### src/design/protobuf_field_skipper_top_assert.svh
// assertion macros for the protobuf field skipper
// expects clk_i and rst_ni in the scope of every use
`ifndef PROTOBUF_FIELD_SKIPPER_TOP_ASSERT_SVH
`define PROTOBUF_FIELD_SKIPPER_TOP_ASSERT_SVH
`ifndef SYNTHESIS
// check that holds while out of reset
`define PFS_ASSERT(label, prop, msg) \
  label: assert property (@(posedge clk_i) disable iff (!rst_ni) (prop)) else $error(msg);
// check that holds at every edge, reset included
`define PFS_ASSERT_ALWAYS(label, prop, msg) \
  label: assert property (@(posedge clk_i) (prop)) else $error(msg);
`else
`define PFS_ASSERT(label, prop, msg)
`define PFS_ASSERT_ALWAYS(label, prop, msg)
`endif
`endif

### src/design/pfs_pkg.sv
// shared types and constants of the protobuf field skipper
// used by pfs_core and protobuf_field_skipper_top, no dependencies
package pfs_pkg;

  localparam int unsigned MAX_GROUP_DEPTH = 16;
  localparam int unsigned OFFSET_BITS     = 32;
  localparam int unsigned GD_W            = $clog2(MAX_GROUP_DEPTH + 1);

  // index of the last byte a varint may have
  localparam logic [3:0] VARINT_LAST_IDX = 4'd9;
  // highest varint byte index that still lands bits in a 32-bit length
  localparam logic [3:0] LEN_LAST_IDX    = 4'd4;

  // wire types
  localparam logic [2:0] WT_VARINT    = 3'd0;
  localparam logic [2:0] WT_FIXED64   = 3'd1;
  localparam logic [2:0] WT_LEN       = 3'd2;
  localparam logic [2:0] WT_GRP_START = 3'd3;
  localparam logic [2:0] WT_GRP_END   = 3'd4;
  localparam logic [2:0] WT_FIXED32   = 3'd5;
  localparam logic [2:0] WT_BAD6      = 3'd6;
  localparam logic [2:0] WT_BAD7      = 3'd7;

  typedef enum logic [2:0] {
    PH_IDLE,
    PH_TAG,
    PH_VARINT,
    PH_LEN,
    PH_SKIP
  } pfs_phase_e;

  typedef enum logic [2:0] {
    ST_OK,
    ST_VARINT_LONG,
    ST_UNEXP_END,
    ST_ILLEGAL_TYPE,
    ST_NEG_LEN,
    ST_TOO_DEEP
  } pfs_status_e;

  // one result from the parser
  typedef struct packed {
    logic        valid;
    logic [31:0] end_offset;
    pfs_status_e status;
  } pfs_res_t;

endpackage

### src/design/pfs_core.sv
// byte-wise wire-format parser: tag, varint, length and skip phases
// depends on pfs_pkg and the assertion header
`include "protobuf_field_skipper_top_assert.svh"

module pfs_core import pfs_pkg::*; (
  input  logic        clk_i,
  input  logic        rst_ni,
  input  logic        step_i,
  input  logic [7:0]  data_byte_i,
  input  logic        first_byte_i,
  input  logic        last_byte_i,
  input  logic [31:0] start_offset_i,
  output pfs_res_t    res_o
);

  pfs_phase_e             phase_q, phase_d;
  logic [3:0]             shift_q, shift_d;
  logic [31:0]            acc_q, acc_d;
  logic [31:0]            skip_q, skip_d;
  logic [GD_W-1:0]        gd_q, gd_d;
  logic [OFFSET_BITS-1:0] off_q, off_d;

  pfs_phase_e             ph;
  logic [3:0]             sh;
  logic [31:0]            acc, acc_n, sk, sk_n;
  logic [GD_W-1:0]        gd;
  logic [OFFSET_BITS-1:0] off1, fin_ofs;
  logic                   active, more, fin_v;
  logic [2:0]             wt;
  pfs_status_e            fin_st;

  // next state for one accepted word
  always_comb begin
    phase_d = phase_q;
    shift_d = shift_q;
    acc_d   = acc_q;
    skip_d  = skip_q;
    gd_d    = gd_q;
    off_d   = off_q;
    fin_v   = 1'b0;
    fin_st  = ST_OK;
    fin_ofs = '0;
    active  = step_i && (first_byte_i || (phase_q != PH_IDLE));
    more    = data_byte_i[7];
    // a first byte restarts the request from its own offset
    ph   = first_byte_i ? PH_TAG : phase_q;
    sh   = first_byte_i ? 4'd0 : shift_q;
    acc  = first_byte_i ? 32'd0 : acc_q;
    sk   = first_byte_i ? 32'd0 : skip_q;
    gd   = first_byte_i ? '0 : gd_q;
    off1 = (first_byte_i ? OFFSET_BITS'(start_offset_i) : off_q) + OFFSET_BITS'(1);
    wt    = sk[2:0];
    acc_n = acc;
    sk_n  = sk;

    if (active) begin
      phase_d = ph;
      shift_d = sh;
      acc_d   = acc;
      skip_d  = sk;
      gd_d    = gd;
      off_d   = off1;

      unique case (ph)
        PH_TAG: begin
          if (sh == 4'd0) begin
            sk_n   = 32'(data_byte_i[2:0]);
            skip_d = sk_n;
          end
          wt = sk_n[2:0];
          if (more) begin
            if (sh >= VARINT_LAST_IDX) begin
              fin_v  = 1'b1;
              fin_st = ST_VARINT_LONG;
            end else begin
              shift_d = sh + 4'd1;
            end
          end else begin
            unique case (wt) inside
              WT_VARINT: begin
                phase_d = PH_VARINT;
                shift_d = 4'd0;
                acc_d   = 32'd0;
              end
              WT_LEN: begin
                phase_d = PH_LEN;
                shift_d = 4'd0;
                acc_d   = 32'd0;
              end
              WT_BAD6, WT_BAD7: begin
                fin_v  = 1'b1;
                fin_st = ST_ILLEGAL_TYPE;
              end
              WT_GRP_START: begin
                if (gd >= GD_W'(MAX_GROUP_DEPTH)) begin
                  fin_v  = 1'b1;
                  fin_st = ST_TOO_DEEP;
                end else begin
                  gd_d    = gd + GD_W'(1);
                  phase_d = PH_TAG;
                  shift_d = 4'd0;
                  acc_d   = 32'd0;
                end
              end
              WT_GRP_END: begin
                if (gd <= GD_W'(1)) begin
                  gd_d    = '0;
                  fin_v   = 1'b1;
                  fin_ofs = off1;
                end else begin
                  gd_d    = gd - GD_W'(1);
                  phase_d = PH_TAG;
                  shift_d = 4'd0;
                  acc_d   = 32'd0;
                end
              end
              WT_FIXED64, WT_FIXED32: begin
                // fixed widths: 8 or 4 bytes
                if (gd == '0) begin
                  fin_v   = 1'b1;
                  fin_ofs = off1 + ((wt == WT_FIXED64) ? OFFSET_BITS'(8) : OFFSET_BITS'(4));
                end else begin
                  phase_d = PH_SKIP;
                  skip_d  = (wt == WT_FIXED64) ? 32'd8 : 32'd4;
                end
              end
              default: begin
                phase_d = PH_IDLE;
              end
            endcase
          end
        end
        PH_VARINT: begin
          if (more) begin
            if (sh >= VARINT_LAST_IDX) begin
              fin_v  = 1'b1;
              fin_st = ST_VARINT_LONG;
            end else begin
              shift_d = sh + 4'd1;
            end
          end else if (gd == '0) begin
            fin_v   = 1'b1;
            fin_ofs = off1;
          end else begin
            phase_d = PH_TAG;
            shift_d = 4'd0;
            acc_d   = 32'd0;
          end
        end
        PH_LEN: begin
          // 7 bits per byte, bits past 32 dropped
          case (sh)
            4'd0:    acc_n = acc | 32'(data_byte_i[6:0]);
            4'd1:    acc_n = acc | (32'(data_byte_i[6:0]) << 7);
            4'd2:    acc_n = acc | (32'(data_byte_i[6:0]) << 14);
            4'd3:    acc_n = acc | (32'(data_byte_i[6:0]) << 21);
            LEN_LAST_IDX: acc_n = acc | {data_byte_i[3:0], 28'd0};
            default: acc_n = acc;
          endcase
          acc_d = acc_n;
          if (more) begin
            if (sh >= VARINT_LAST_IDX) begin
              fin_v  = 1'b1;
              fin_st = ST_VARINT_LONG;
            end else begin
              shift_d = sh + 4'd1;
            end
          end else if (acc_n[31]) begin
            fin_v  = 1'b1;
            fin_st = ST_NEG_LEN;
          end else if (gd == '0) begin
            fin_v   = 1'b1;
            fin_ofs = off1 + OFFSET_BITS'(acc_n);
          end else if (acc_n == 32'd0) begin
            phase_d = PH_TAG;
            shift_d = 4'd0;
            acc_d   = 32'd0;
          end else begin
            phase_d = PH_SKIP;
            skip_d  = acc_n;
          end
        end
        PH_SKIP: begin
          sk_n   = (sk != 32'd0) ? (sk - 32'd1) : sk;
          skip_d = sk_n;
          if (sk_n == 32'd0) begin
            phase_d = PH_TAG;
            shift_d = 4'd0;
            acc_d   = 32'd0;
          end
        end
        default: begin
          phase_d = PH_IDLE;
        end
      endcase

      // buffer ran out with the field still open
      if (!fin_v && (phase_d != PH_IDLE) && last_byte_i) begin
        fin_v  = 1'b1;
        fin_st = ST_UNEXP_END;
      end
      if (fin_v) begin
        phase_d = PH_IDLE;
      end
    end
  end

  // result word
  always_comb begin
    res_o.valid      = fin_v;
    res_o.status     = fin_st;
    res_o.end_offset = (fin_st == ST_OK) ? 32'(fin_ofs) : 32'd0;
  end

  // parser state
  always_ff @(posedge clk_i or negedge rst_ni) begin
    if (!rst_ni) begin
      phase_q <= PH_IDLE;
      shift_q <= 4'd0;
      acc_q   <= 32'd0;
      skip_q  <= 32'd0;
      gd_q    <= '0;
      off_q   <= '0;
    end else begin
      phase_q <= phase_d;
      shift_q <= shift_d;
      acc_q   <= acc_d;
      skip_q  <= skip_d;
      gd_q    <= gd_d;
      off_q   <= off_d;
    end
  end

  `PFS_ASSERT(a_depth_bound, gd_q <= GD_W'(MAX_GROUP_DEPTH), "group depth past limit")
  `PFS_ASSERT(a_shift_bound, shift_q <= VARINT_LAST_IDX, "varint byte count past limit")
  `PFS_ASSERT(a_idle_ignore,
    step_i && !first_byte_i && (phase_q == PH_IDLE) |=> $stable(off_q) && (phase_q == PH_IDLE),
    "idle word changed parser state")

endmodule

### src/design/protobuf_field_skipper_top.sv
// top level of the protobuf field skipper: stream ports and result register
// depends on pfs_pkg, pfs_core and the assertion header
//
//  channel  dir  word                        accepted when
//  s_axis   in   one buffer byte + offset    s_axis_tvalid && s_axis_tready
//  m_axis   out  end offset and status       m_axis_tvalid && m_axis_tready
//
// one byte per cycle while no untaken result stalls the input; the parse step for a byte
// is combinational from the parser state registers into the result register
// a result appears in the cycle after the byte that ends the field or the error
// rst_ni clears the parser to idle and empties the result register
// s_axis_tready drops only while an untaken result sits in the register
`include "protobuf_field_skipper_top_assert.svh"

module protobuf_field_skipper_top import pfs_pkg::*; (
  input  logic        clk_i,
  input  logic        rst_ni,
  input  logic        s_axis_tvalid,
  output logic        s_axis_tready,
  input  logic [39:0] s_axis_tdata,   // data_byte[7:0], start_offset[39:8]
  input  logic        s_axis_tlast,   // last_byte
  input  logic        s_axis_tuser,   // first_byte
  output logic        m_axis_tvalid,
  input  logic        m_axis_tready,
  output logic [39:0] m_axis_tdata    // end_offset[31:0], status[34:32], zero[39:35]
);

  pfs_res_t    res;
  logic        step;
  logic        out_valid_q, out_valid_d;
  logic [31:0] out_end_q, out_end_d;
  pfs_status_e out_st_q, out_st_d;

  assign s_axis_tready = !out_valid_q || m_axis_tready;
  assign step          = s_axis_tvalid && s_axis_tready;

  pfs_core u_core (
    .clk_i          (clk_i),
    .rst_ni         (rst_ni),
    .step_i         (step),
    .data_byte_i    (s_axis_tdata[7:0]),
    .first_byte_i   (s_axis_tuser),
    .last_byte_i    (s_axis_tlast),
    .start_offset_i (s_axis_tdata[39:8]),
    .res_o          (res)
  );

  // result register load and drain
  always_comb begin
    out_valid_d = out_valid_q;
    out_end_d   = out_end_q;
    out_st_d    = out_st_q;
    if (step && res.valid) begin
      out_valid_d = 1'b1;
      out_end_d   = res.end_offset;
      out_st_d    = res.status;
    end else if (m_axis_tready) begin
      out_valid_d = 1'b0;
    end
  end

  always_ff @(posedge clk_i or negedge rst_ni) begin
    if (!rst_ni) begin
      out_valid_q <= 1'b0;
    end else begin
      out_valid_q <= out_valid_d;
    end
  end

  // payload needs no reset
  always_ff @(posedge clk_i) begin
    out_end_q <= out_end_d;
    out_st_q  <= out_st_d;
  end

  assign m_axis_tvalid = out_valid_q;
  assign m_axis_tdata  = {5'd0, out_st_q, out_end_q};

  `PFS_ASSERT_ALWAYS(a_ready_full, !s_axis_tready |-> out_valid_q, "input stalled with empty result register")
  `PFS_ASSERT(a_err_zero, out_valid_q && (out_st_q != ST_OK) |-> (out_end_q == 32'd0), "error result carries an offset")
  `PFS_ASSERT(a_load, step && res.valid |=> out_valid_q && (out_st_q == $past(res.status)), "result not captured")

endmodule
### config.mk
export PLATFORM = sky130hd
export DESIGN_NAME = protobuf_field_skipper_top
export DESIGN_NICKNAME = d
export VERILOG_FILES = /design/src/design/pfs_pkg.sv /design/src/design/pfs_core.sv /design/src/design/protobuf_field_skipper_top.sv
export VERILOG_INCLUDE_DIRS = /design/src /design/src/design
export SDC_FILE = /design/constraint.sdc
export NUM_CORES = 1
export LEC_CHECK = 0
export BUFFER_PORTS_ARGS = -buffer_cell sky130_fd_sc_hd__buf_4
export CAP_MARGIN = 25
export CORE_MARGIN = 5
export CORE_UTILIZATION = 45
export DETAILED_ROUTE_END_ITERATION = 10
export HOLD_SLACK_MARGIN = 0.06
export SYNTH_ARGS = -nofsm -noshare
export SYNTH_HDL_FRONTEND = slang
export SYNTH_SLANG_ARGS = --single-unit
### constraint.sdc
create_clock -name clk_i -period 6.45 [get_ports clk_i]
set_input_delay 1.29 -clock clk_i [delete_from_list [all_inputs] [get_ports clk_i]]
set_output_delay 1.29 -clock clk_i [all_outputs]
set_load 0.03 [all_outputs]
**Yosys cells after proc, flatten, opt, wreduce, memory -nomap -nowiden**

Index checks and enable logic that the tools add are counted.

- Flip-flop bits (word level): 144
- Bits of input ports: 46
- Output and inout bits: 42
- Logic and storage cells: 165

- $add $sub $neg: 7
- Order comparisons: 3
- Equal/unequal tests: 15
- Mux-type cells: 103
- Bitwise operators: 5
- Reductions and logical operators: 23

Operator list:

| cell | count |
|---|---|
| 2-to-1 mux 32 bit | 31 |
| one-hot mux 32 bit (3 select lines) | 3 |
| one-hot mux 32 bit (5 select lines) | 1 |
| one-hot mux 32 bit (4 select lines) | 1 |
| 2-to-1 mux 3 bit | 22 |
| adder 32 bit | 2 |
| logical NOT 32 bit | 2 |
| one-hot mux 32 bit (2 select lines) | 1 |
| 2-to-1 mux 4 bit | 13 |
| adder 32 x 1 -> 32 bit (second input constant) | 1 |
| bitwise OR 32 x 14 -> 32 bit | 1 |
| bitwise OR 32 x 21 -> 32 bit | 1 |
| bitwise OR 32 x 28 -> 32 bit | 1 |
| bitwise OR 32 bit | 1 |
| bitwise OR 32 x 7 -> 32 bit | 1 |
| nonzero test 32 bit | 1 |
| subtractor 32 x 1 -> 32 bit (second input constant) | 1 |
| 2-to-1 mux 31 bit | 1 |
| 2-to-1 mux 5 bit | 5 |
| one-hot mux 3 bit (6 select lines) | 1 |
| 2-to-1 mux 1 bit | 16 |
| one-hot mux 4 bit (4 select lines) | 1 |
| equality test 3 bit (second input constant) | 5 |
| equality test 3 x 2 -> 1 bit (second input constant) | 4 |
| 27 further kinds | 39 |

**Logic depth before layout (Yosys ltp)**

Gate-level depths: netlist of run 1.

- Word-level depth: 20
- Mapped depth: 28
- Depth with buffers taken out: 18

**Cells and area by module**

Synthesis of run 1 repeated with hierarchy kept, for this count alone.

- Cells, all modules: 1548
- Area total of the unflattened synthesis: 12409.4 sq um

Modules (own cells, without submodules):

| module | instances | cells an instance | area each (sq um) | seq. area each (sq um) |
|---|---|---|---|---|
| pfs_core | 1 | 1501 | 11248.3 | 2702.6 |
| protobuf_field_skipper_top | 1 | 47 | 1161.1 | 1076.0 |

**Worst setup path after synthesis of run 1**

OpenSTA, ideal clock, no wires.

- Kind: input to register
- From: input s_axis_tuser
- To: register out_end_q[31], data pin
- Library setup time: 261 ps
- Data arrival time: 7739 ps
- Data required time: 6189 ps
- Setup slack: -1550 ps
- Stages on the path: 28
- Buffers on the path: 11
- Cell sequence: clkbuf_4 -> buf_4 -> buf_4 -> buf_6 -> buf_2 -> buf_2 -> buf_2 -> buf_1 -> buf_1 -> clkbuf_1 -> mux2_2 -> ha_1 -> nand4b_1 -> a221oi_1 -> clkbuf_1 -> and2_1 -> nand2_1 -> xor2_1 -> ha_1 -> and3_1 -> nand3_1 -> or4_1 -> a31o_2 -> a21o_1 -> a311oi_1 -> o2111a_1 -> nor4_1 -> a311o_1

- Elaborated cells on any way between the ends: 102
- Classes of those cells: 4 x add/sub; 3 x order compare; 15 x eq/ne; 59 x mux; 5 x bitwise; 16 x reduce/logical

RTL lines:

| element | RTL line | RTL |
|---|---|---|
| from (decl) | protobuf_field_skipper_top.sv:22 | `input logic s_axis_tuser,` |
| 2-to-1 mux 32 bit (*) | pfs_core.sv:51 | `off1 = (first_byte_i ? OFFSET_BITS'(start_offset_i) : off_q) + OFFSET_BITS'(1);` |
| adder 32 x 1 -> 32 bit (*) | pfs_core.sv:51 |  |
| via u_core.off1[14] | pfs_core.sv:27 | `logic [OFFSET_BITS-1:0] off1, fin_ofs;` |
| adder 32 bit (on tied branches) | pfs_core.sv:121, pfs_core.sv:173 |  |
| 2-to-1 mux 32 bit (on tied branches) | pfs_core.sv:119, pfs_core.sv:171 |  |
| one-hot mux 32 bit (2 select lines) or 2-to-1 mux 32 bit (tied branches) | pfs_core.sv:79, pfs_core.sv:168 |  |
| 2-to-1 mux 32 bit (on tied branches) | pfs_core.sv:71, pfs_core.sv:161 |  |
| one-hot mux 32 bit (3 select lines) (*) | pfs_core.sv:64 | `unique case (ph)` |
| to (signal assigned) | protobuf_field_skipper_top.sv:72 | `out_end_q <= out_end_d;` |
| to (decl) | protobuf_field_skipper_top.sv:31 | `logic [31:0] out_end_q, out_end_d;` |

The timed path passes the listed nets; every way through them passes the cells marked *. The select of a mux whose other input is x is not followed.
A chain may end at the register's enable or synchronous reset.

**Worst setup path after layout of run 1**

Same ends and word-level chain as after synthesis.

==> results.yml, run 1 <==
run_status:
  status: "complete, no violations"
synthesis:
  ys.warnings.count: 0
  synth_edf_count: 35
  synth-seq-area-share_pct: 28.33
  synth_area_um2: 13340
  ys_ff_latch: 144
  syn_inst: 1672
  async_reset_ff_share_pct: 75.69
  syn_avg_cell_area_um2: 7.977
  synth.distinct_cells: 93
  synth_flop_cell: "dfrtp_1"
clocking:
  clk_path_buf_depth: 2
  cts-resized-gates: 0
  hold_buffers: 0
  clockRootBuffer: "clkbuf_16"
  clock_latency_ps: 460
  cts_buffers: 17
  cts_tree: "yes"
  cts.sinks: 144
  path_clk_slew_ps: 60
  cts_setup_buffers: 0
  ctsHtreeMaxLevel: 4
power:
  leakage_nw: 6.045
  ir_drop_uv: 205.5
  p_per_area_nw_per_um2: 258.4
global_routing:
  grt_pass1_vias: 12860
  antenna_found_initial: 0
  grt_usage_pct: 29.15
  grt-ovfl-total: 0
  grt_pass1_wl_um: 76730
  grt_max_degree: 66
sta:
  fin_skew_ps: 11.04
  holdWs_ps: 478.6
  min_period_over_period_pct: 89.48
  fmax_mhz: 173.3
  worstMarginPinSlew_ps: 1062
  layout_min_cycle_time_ps: 5771
  drv_slew: 0
  rsz0062_at_grt: "no"
  slew_headroom_pct: 28.85
  setup_viol: 0
  hold_viol_final: 0
place:
  placed_cells: 2098
  dpl-instance-area_um2: 14540
  io_buffers: 82
  gp_congestion: 0.9300
  hpwl_um: 36870
die:
  die_w_um: 182.2
  die_area_um2: 33180
  rows: 63
  core_area_um2: 29480
  initial_utilization_pct: 45.24
  die_h_um: 182.2
  io_pins: 88
route:
  ant_nets: 0
  wl_per_cell_um: 23.38
  drtPass1Iterations: 6
  vias_per_cell: 6.630
  drcViolationCount: 0
  drt_iter0_drc: 1685
  routed_wl_um: 49850
  vias: 14135
setup_path:
  path_max_fanout: 19
  worstSetupPathType: "primary input to register"
  crit_path_start_kind: "primary input"
  critical-path-slowest-cell: "a221oi_2"
  crit_chain: "buf_6 > mux2i_1 > inv_1 > ha_4 > nand4_1 > a221oi_2 > and2_4 > nand2_2 > xor2_2 > ha_1 > and3_4 > nand3_2 > or4_4 > a31o_4 > a21o_1 > a311oi_2 > o2111a_1 > nor4_1 > a311o_1"
  cp.required_ps: 6650
  crit_path_end_kind: "register"
  slowest_delay_ps: 630
  crit_arrival_ps: 5970
finish:
  fin_util_pct: 51.45
  fillers: 2886
  area_growth_syn_to_layout_pct: 13.72
  final_nets: 1819
  drive_above_1_share_pct: 14.18
  instances_no_fill: 2132
  regArea_um2: 3779
  multiInputGateArea_um2: 8982
  antennaDiodeCount: 0
  finalInstanceArea_um2: 15170
min_path:
  hp-class: "register to register"
flow_run:
  drv_cap: 0
==> critical path: cells and delay by family <==
kind / cells / cell delay (ps)
AND/OR/NAND/NOR: 7 / 1390
adder cells (fa/ha/maj): 2 / 560
AO/OA/AOI/OAI: 6 / 2070
multiplexers: 1 / 130
XOR/XNOR: 1 / 170
buffers and inverters: 2 / 350
==> where the power goes <==
group / leakage [nW] / switching [W] / internal [W]
registers: 1.80 / 0.000104 / 0.00104
logic: 3.97 / 0.00113 / 0.000623
clock network: 0.282 / 0.000457 / 0.000560
==> path summary, 6_finish.rpt <==
check                           cells past startpoint  slack, ps                      endpoint                           from
worst max register to register                     16       1270   out_end_q[31]$_SDFFCE_PN0P_  u_core.shift_q[0]$_DFFE_PN0P_
worst max-delay path                               19        680   out_end_q[31]$_SDFFCE_PN0P_                   s_axis_tuser
max in group asynchronous                           3       4570   u_core.off_q[7]$_DFFE_PN0P_                         rst_ni
worst min register to register                      2        480  u_core.off_q[29]$_DFFE_PN0P_   u_core.off_q[29]$_DFFE_PN0P_
worst min-delay path                                2        480  u_core.off_q[29]$_DFFE_PN0P_   u_core.off_q[29]$_DFFE_PN0P_
min in group asynchronous                           1        650     m_axis_tvalid$_DFFE_PN0P_                         rst_ni
==> state kept, by name, indices dropped and copies added (netlist names), 3 cells and up <==
signal	count
u_core.skip_q	32
out_end_q	32
out_st_q	3
u_core.shift_q	4
u_core.phase_q	3
u_core.off_q	32
u_core.acc_q	32
u_core.gd_q	5
==> metal layers <==
metal | track usage, % | routed length (um) | up-vias
met1 | 42.81 | 22390 | 6814
li1 | - | - | 6524
met3 | 5.342 | 4348 | 73
met2 | 44.66 | 22060 | 724
met4 | 6.815 | 1045 | 0
met5 | 0 | 0 | -
==> cell families (layout without fill, tap and decap cells) <==
family / Yosys count / count (layout) / synth area share [%]
mux: 46 / 46 / 3.565
flops: 144 / 144 / 28.33
compound gates: 604 / 604 / 31.38
xor+xnor: 58 / 58 / 3.809
other cells: 1 / 5 / 0.02812
fa+ha+maj: 44 / 44 / 4.240
simple gates: 611 / 611 / 23.22
buf+inv: 164 / 230 / 5.431
==> cell usage after synthesis (all sizes together) (43+ instances only) <==
cell	n	area (um2)
dfrtp	109	2728
a21oi	110	550.5
nor3	52	260.3
o21ai	126	630.6
nand2	208	780.8
nor4	47	312.8
clkbuf	75	309.0
inv	48	180.2
xnor2	43	376.6
nor2	99	371.6
a22o	53	464.2
==> final cells by class <==
cell class / instances / share of cell area [%]
flip-flops and latches: 144 / 24.91
clock inverters: 13 / 0.8084
clock buffers: 19 / 2.994
well taps: 390 / 3.217
multi-input cells: 1368 / 59.22
inverters: 48 / 1.188
repair buffers: 150 / 7.663
==> stage by stage <==
stage | total power, W | setup WS [ps] | TNS (ps)
after floorplan | 0.002329 | -337.7 | -515.6
after detailed placement | 0.002859 | 327.4 | 0
after global routing | 0.004133 | 396.1 | 0
final | 0.003919 | 678.8 | 0
after global placement | 0.002849 | 442.8 | 0
after CTS | 0.003882 | 786.9 | 0
==> placed cells by master (no fill, tap or decap), types with 10 or more instances in the layout <==
cell type and n:
and2_1 12, nand4_1 23, o21ai_0 114, nor2_1 97, or3_1 10, a211oi_1 14, mux2_2 11, o22ai_1 27
nor4_1 42, xnor2_1 43, inv_1 47, nand4b_1 11, o31ai_1 13, edfxtp_1 35, o21ai_1 11, o21a_1 18
nand2_1 207, buf_4 147, a22oi_1 33, a21o_1 26, and3_1 12, nor2b_1 23, a22o_1 53, ha_1 41
o2bb2ai_1 34, a21oi_1 109, dfrtp_1 109, nand3_1 41, o31a_1 13, nor3_1 49, a31oi_1 19, nand3b_1 12
clkbuf_16 18, xor2_1 14, mux2i_1 34
No activity file was read; power rests on OpenSTA's default activity.
==> run 2, diff against run 1 <==
--- a/config.mk
+++ b/config.mk
@@ -9,9 +9,10 @@
 export BUFFER_PORTS_ARGS = -buffer_cell sky130_fd_sc_hd__buf_4
 export CAP_MARGIN = 25
 export CORE_MARGIN = 5
-export CORE_UTILIZATION = 45
+export CORE_UTILIZATION = 63
 export DETAILED_ROUTE_END_ITERATION = 10
 export HOLD_SLACK_MARGIN = 0.06
+export PLACE_DENSITY = 0.82
 export SYNTH_ARGS = -nofsm -noshare
 export SYNTH_HDL_FRONTEND = slang
 export SYNTH_SLANG_ARGS = --single-unit
==> results.yml, run 2 (synthesis results as in run 1) <==
route:
  ant_nets: 0
  routed_wl_um: 48860
  drtPass1Iterations: 6
  vias: 14834
  drcViolationCount: 0
  wl_per_cell_um: 24.43
  drt_iter0_drc: 2330
  vias_per_cell: 7.417
global_routing:
  grt_usage_pct: 39.00
  use_met3_pct: 10.32
  grt_pass1_wl_um: 75510
  met1_usage_pct: 53.66
  grt_pass1_vias: 13700
  grt_use_met2_pct: 59.34
  antenna_found_initial: 1
  grt-busiest-layer: "met2"
  grt_max_degree: 85
  grt-ovfl-total: 0
min_path:
  hold_depth: 2
  hp-class: "register to register"
sta:
  fmax_mhz: 167.1
  rsz0062_at_grt: "no"
  fin_tns_setup_ps: 0
  hold_viol_final: 0
  slew_headroom_pct: 31.82
  min_period_over_period_pct: 92.79
  holdWs_ps: 485.8
  layout_setup_ws_ps: 465.0
  fin_skew_ps: 12.43
  layout_min_cycle_time_ps: 5985
  worstMarginPinSlew_ps: 1023
  setup_viol: 0
  drv_slew: 0
clocking:
  cts_tree: "yes"
  path_clk_slew_ps: 70
  cts_setup_buffers: 0
  hold_buffers: 0
  ctsHtreeMaxLevel: 4
  cts.sinks: 144
  clk_path_buf_depth: 2
  clockRootBuffer: "clkbuf_16"
  cts-resized-gates: 0
  clock_latency_ps: 440
  cts_buffers: 17
finish:
  antennaDiodeCount: 0
  drive_above_1_share_pct: 13.28
  finalInstanceArea_um2: 14940
  regArea_um2: 3779
  final_cell_mix: "nand2_1, buf_4, o21ai_0"
  multiInputGateArea_um2: 8982
  final_nets: 1802
  area_growth_syn_to_layout_pct: 12.03
  final_common_cell: "nand2_1"
  fillers: 1714
die:
  die_area_um2: 24180
  die_w_um: 155.5
  die_h_um: 155.5
  core_area_um2: 20960
  rows: 53
  initial_utilization_pct: 63.65
  io_pins: 88
setup_path:
  r2r_setup_slack_ps: 1240
  crit_path_start_kind: "primary input"
  path_max_fanout: 19
  crit_arrival_ps: 6170
  reg2reg_from: "u_core.shift_q[0]$_DFFE_PN0P_"
  worstSetupPathType: "primary input to register"
  cp.required_ps: 6630
  timing.rr.end: "out_end_q[31]$_SDFFCE_PN0P_"
  crit_path_end: "out_end_q[31]$_SDFFCE_PN0P_"
  crit_path_start: "s_axis_tuser"
  reg2regPathDepth: 17
  crit_path_end_kind: "register"
power:
  p_seq_share_pct: 28.7
  ir_drop_uv: 157.5
  swShare_pct: 43.03
  internal-power_w: 0.002278
  pwr-share-clk_pct: 26.4
  p_per_area_nw_per_um2: 267.6
  power_frac_comb_pct: 44.8
  p_total_w: 0.003999
  p_sw_w: 0.001721
  leakage_nw: 5.971
place:
  dpl-instance-area_um2: 14330
  gp_congestion: 1.008
  place_ws_ps: 209.7
  io_buffers: 82
  hpwl_um: 35350
flow_run:
  drv_cap: 0
run_status:
  status: "complete, no violations"
[run 2: changes by cell type in the layout (fill, tap and decap cells not counted), moves of 2 or more]
cell and change:
buf_4 -19, inv_4 -3, clkbuf_16 +2, buf_12 +2
[run 2: per-stage QoR]
stage	utilization (%)	std cells
finish	71.30	2000
global route	71.30	2000
CTS	71.30	2000
detailed placement	68.38	1968
global placement	68.14	1964
floorplan	-	1676
[run 2: worst max-delay path, stage by stage]
cell      delay, ps
buf_4           290
mux2i_1         160
inv_1           170
ha_4            170
nand4_1         190
a221oi_2        650
and2_4          280
nand2_2          60
xor2_2          170
ha_1            400
and3_4          220
nand3_2          80
or4_4           530
a31o_4          250
a21o_1          210
a311oi_2        400
o2111a_1        240
nor4_1           60
a311o_1         310
[run 2: per-layer routing]
layer / part of all wire [%] / routed length [um]
met2: 43 / 21080
met5: 0.025 / 12
met1: 39 / 19240
met4: 3.8 / 1844
met3: 14 / 6687
[run 2: power groups by stage]
stage | clock network, W | logic, W | registers (W)
final | 0.00106 | 0.00179 | 0.00115
after global routing | 0.00109 | 0.00192 | 0.00116
after detailed placement | 0 | 0.00170 | 0.00116
after floorplan | 0 | 0.00118 | 0.00115
after CTS | 0.00105 | 0.00172 | 0.00114
after global placement | 0 | 0.00168 | 0.00115
[run 2: worst min-delay path by stage]
| stage | slack, ps | from | end |
|---|---|---|---|
| floorplan | 450 | u_core.off_q[31]$_DFFE_PN0P_ | u_core.off_q[31]$_DFFE_PN0P_ |
| global placement | 460 | u_core.off_q[30]$_DFFE_PN0P_ | u_core.off_q[30]$_DFFE_PN0P_ |
| detailed placement | 470 | u_core.off_q[30]$_DFFE_PN0P_ | u_core.off_q[30]$_DFFE_PN0P_ |
| CTS | 490 | u_core.off_q[30]$_DFFE_PN0P_ | u_core.off_q[30]$_DFFE_PN0P_ |
| global route | 510 | u_core.acc_q[11]$_DFFE_PN0P_ | u_core.acc_q[11]$_DFFE_PN0P_ |
| finish | 490 | u_core.off_q[30]$_DFFE_PN0P_ | u_core.off_q[30]$_DFFE_PN0P_ |
[run 2: area by class of cell]
cell class              count  area share [%]
multi-input cells        1368           60.12
flip-flops and latches    144           25.29
repair buffers            133           6.984
clock buffers              23           3.492
well taps                 275           2.303
inverters                  48           1.206
clock inverters             9          0.6113
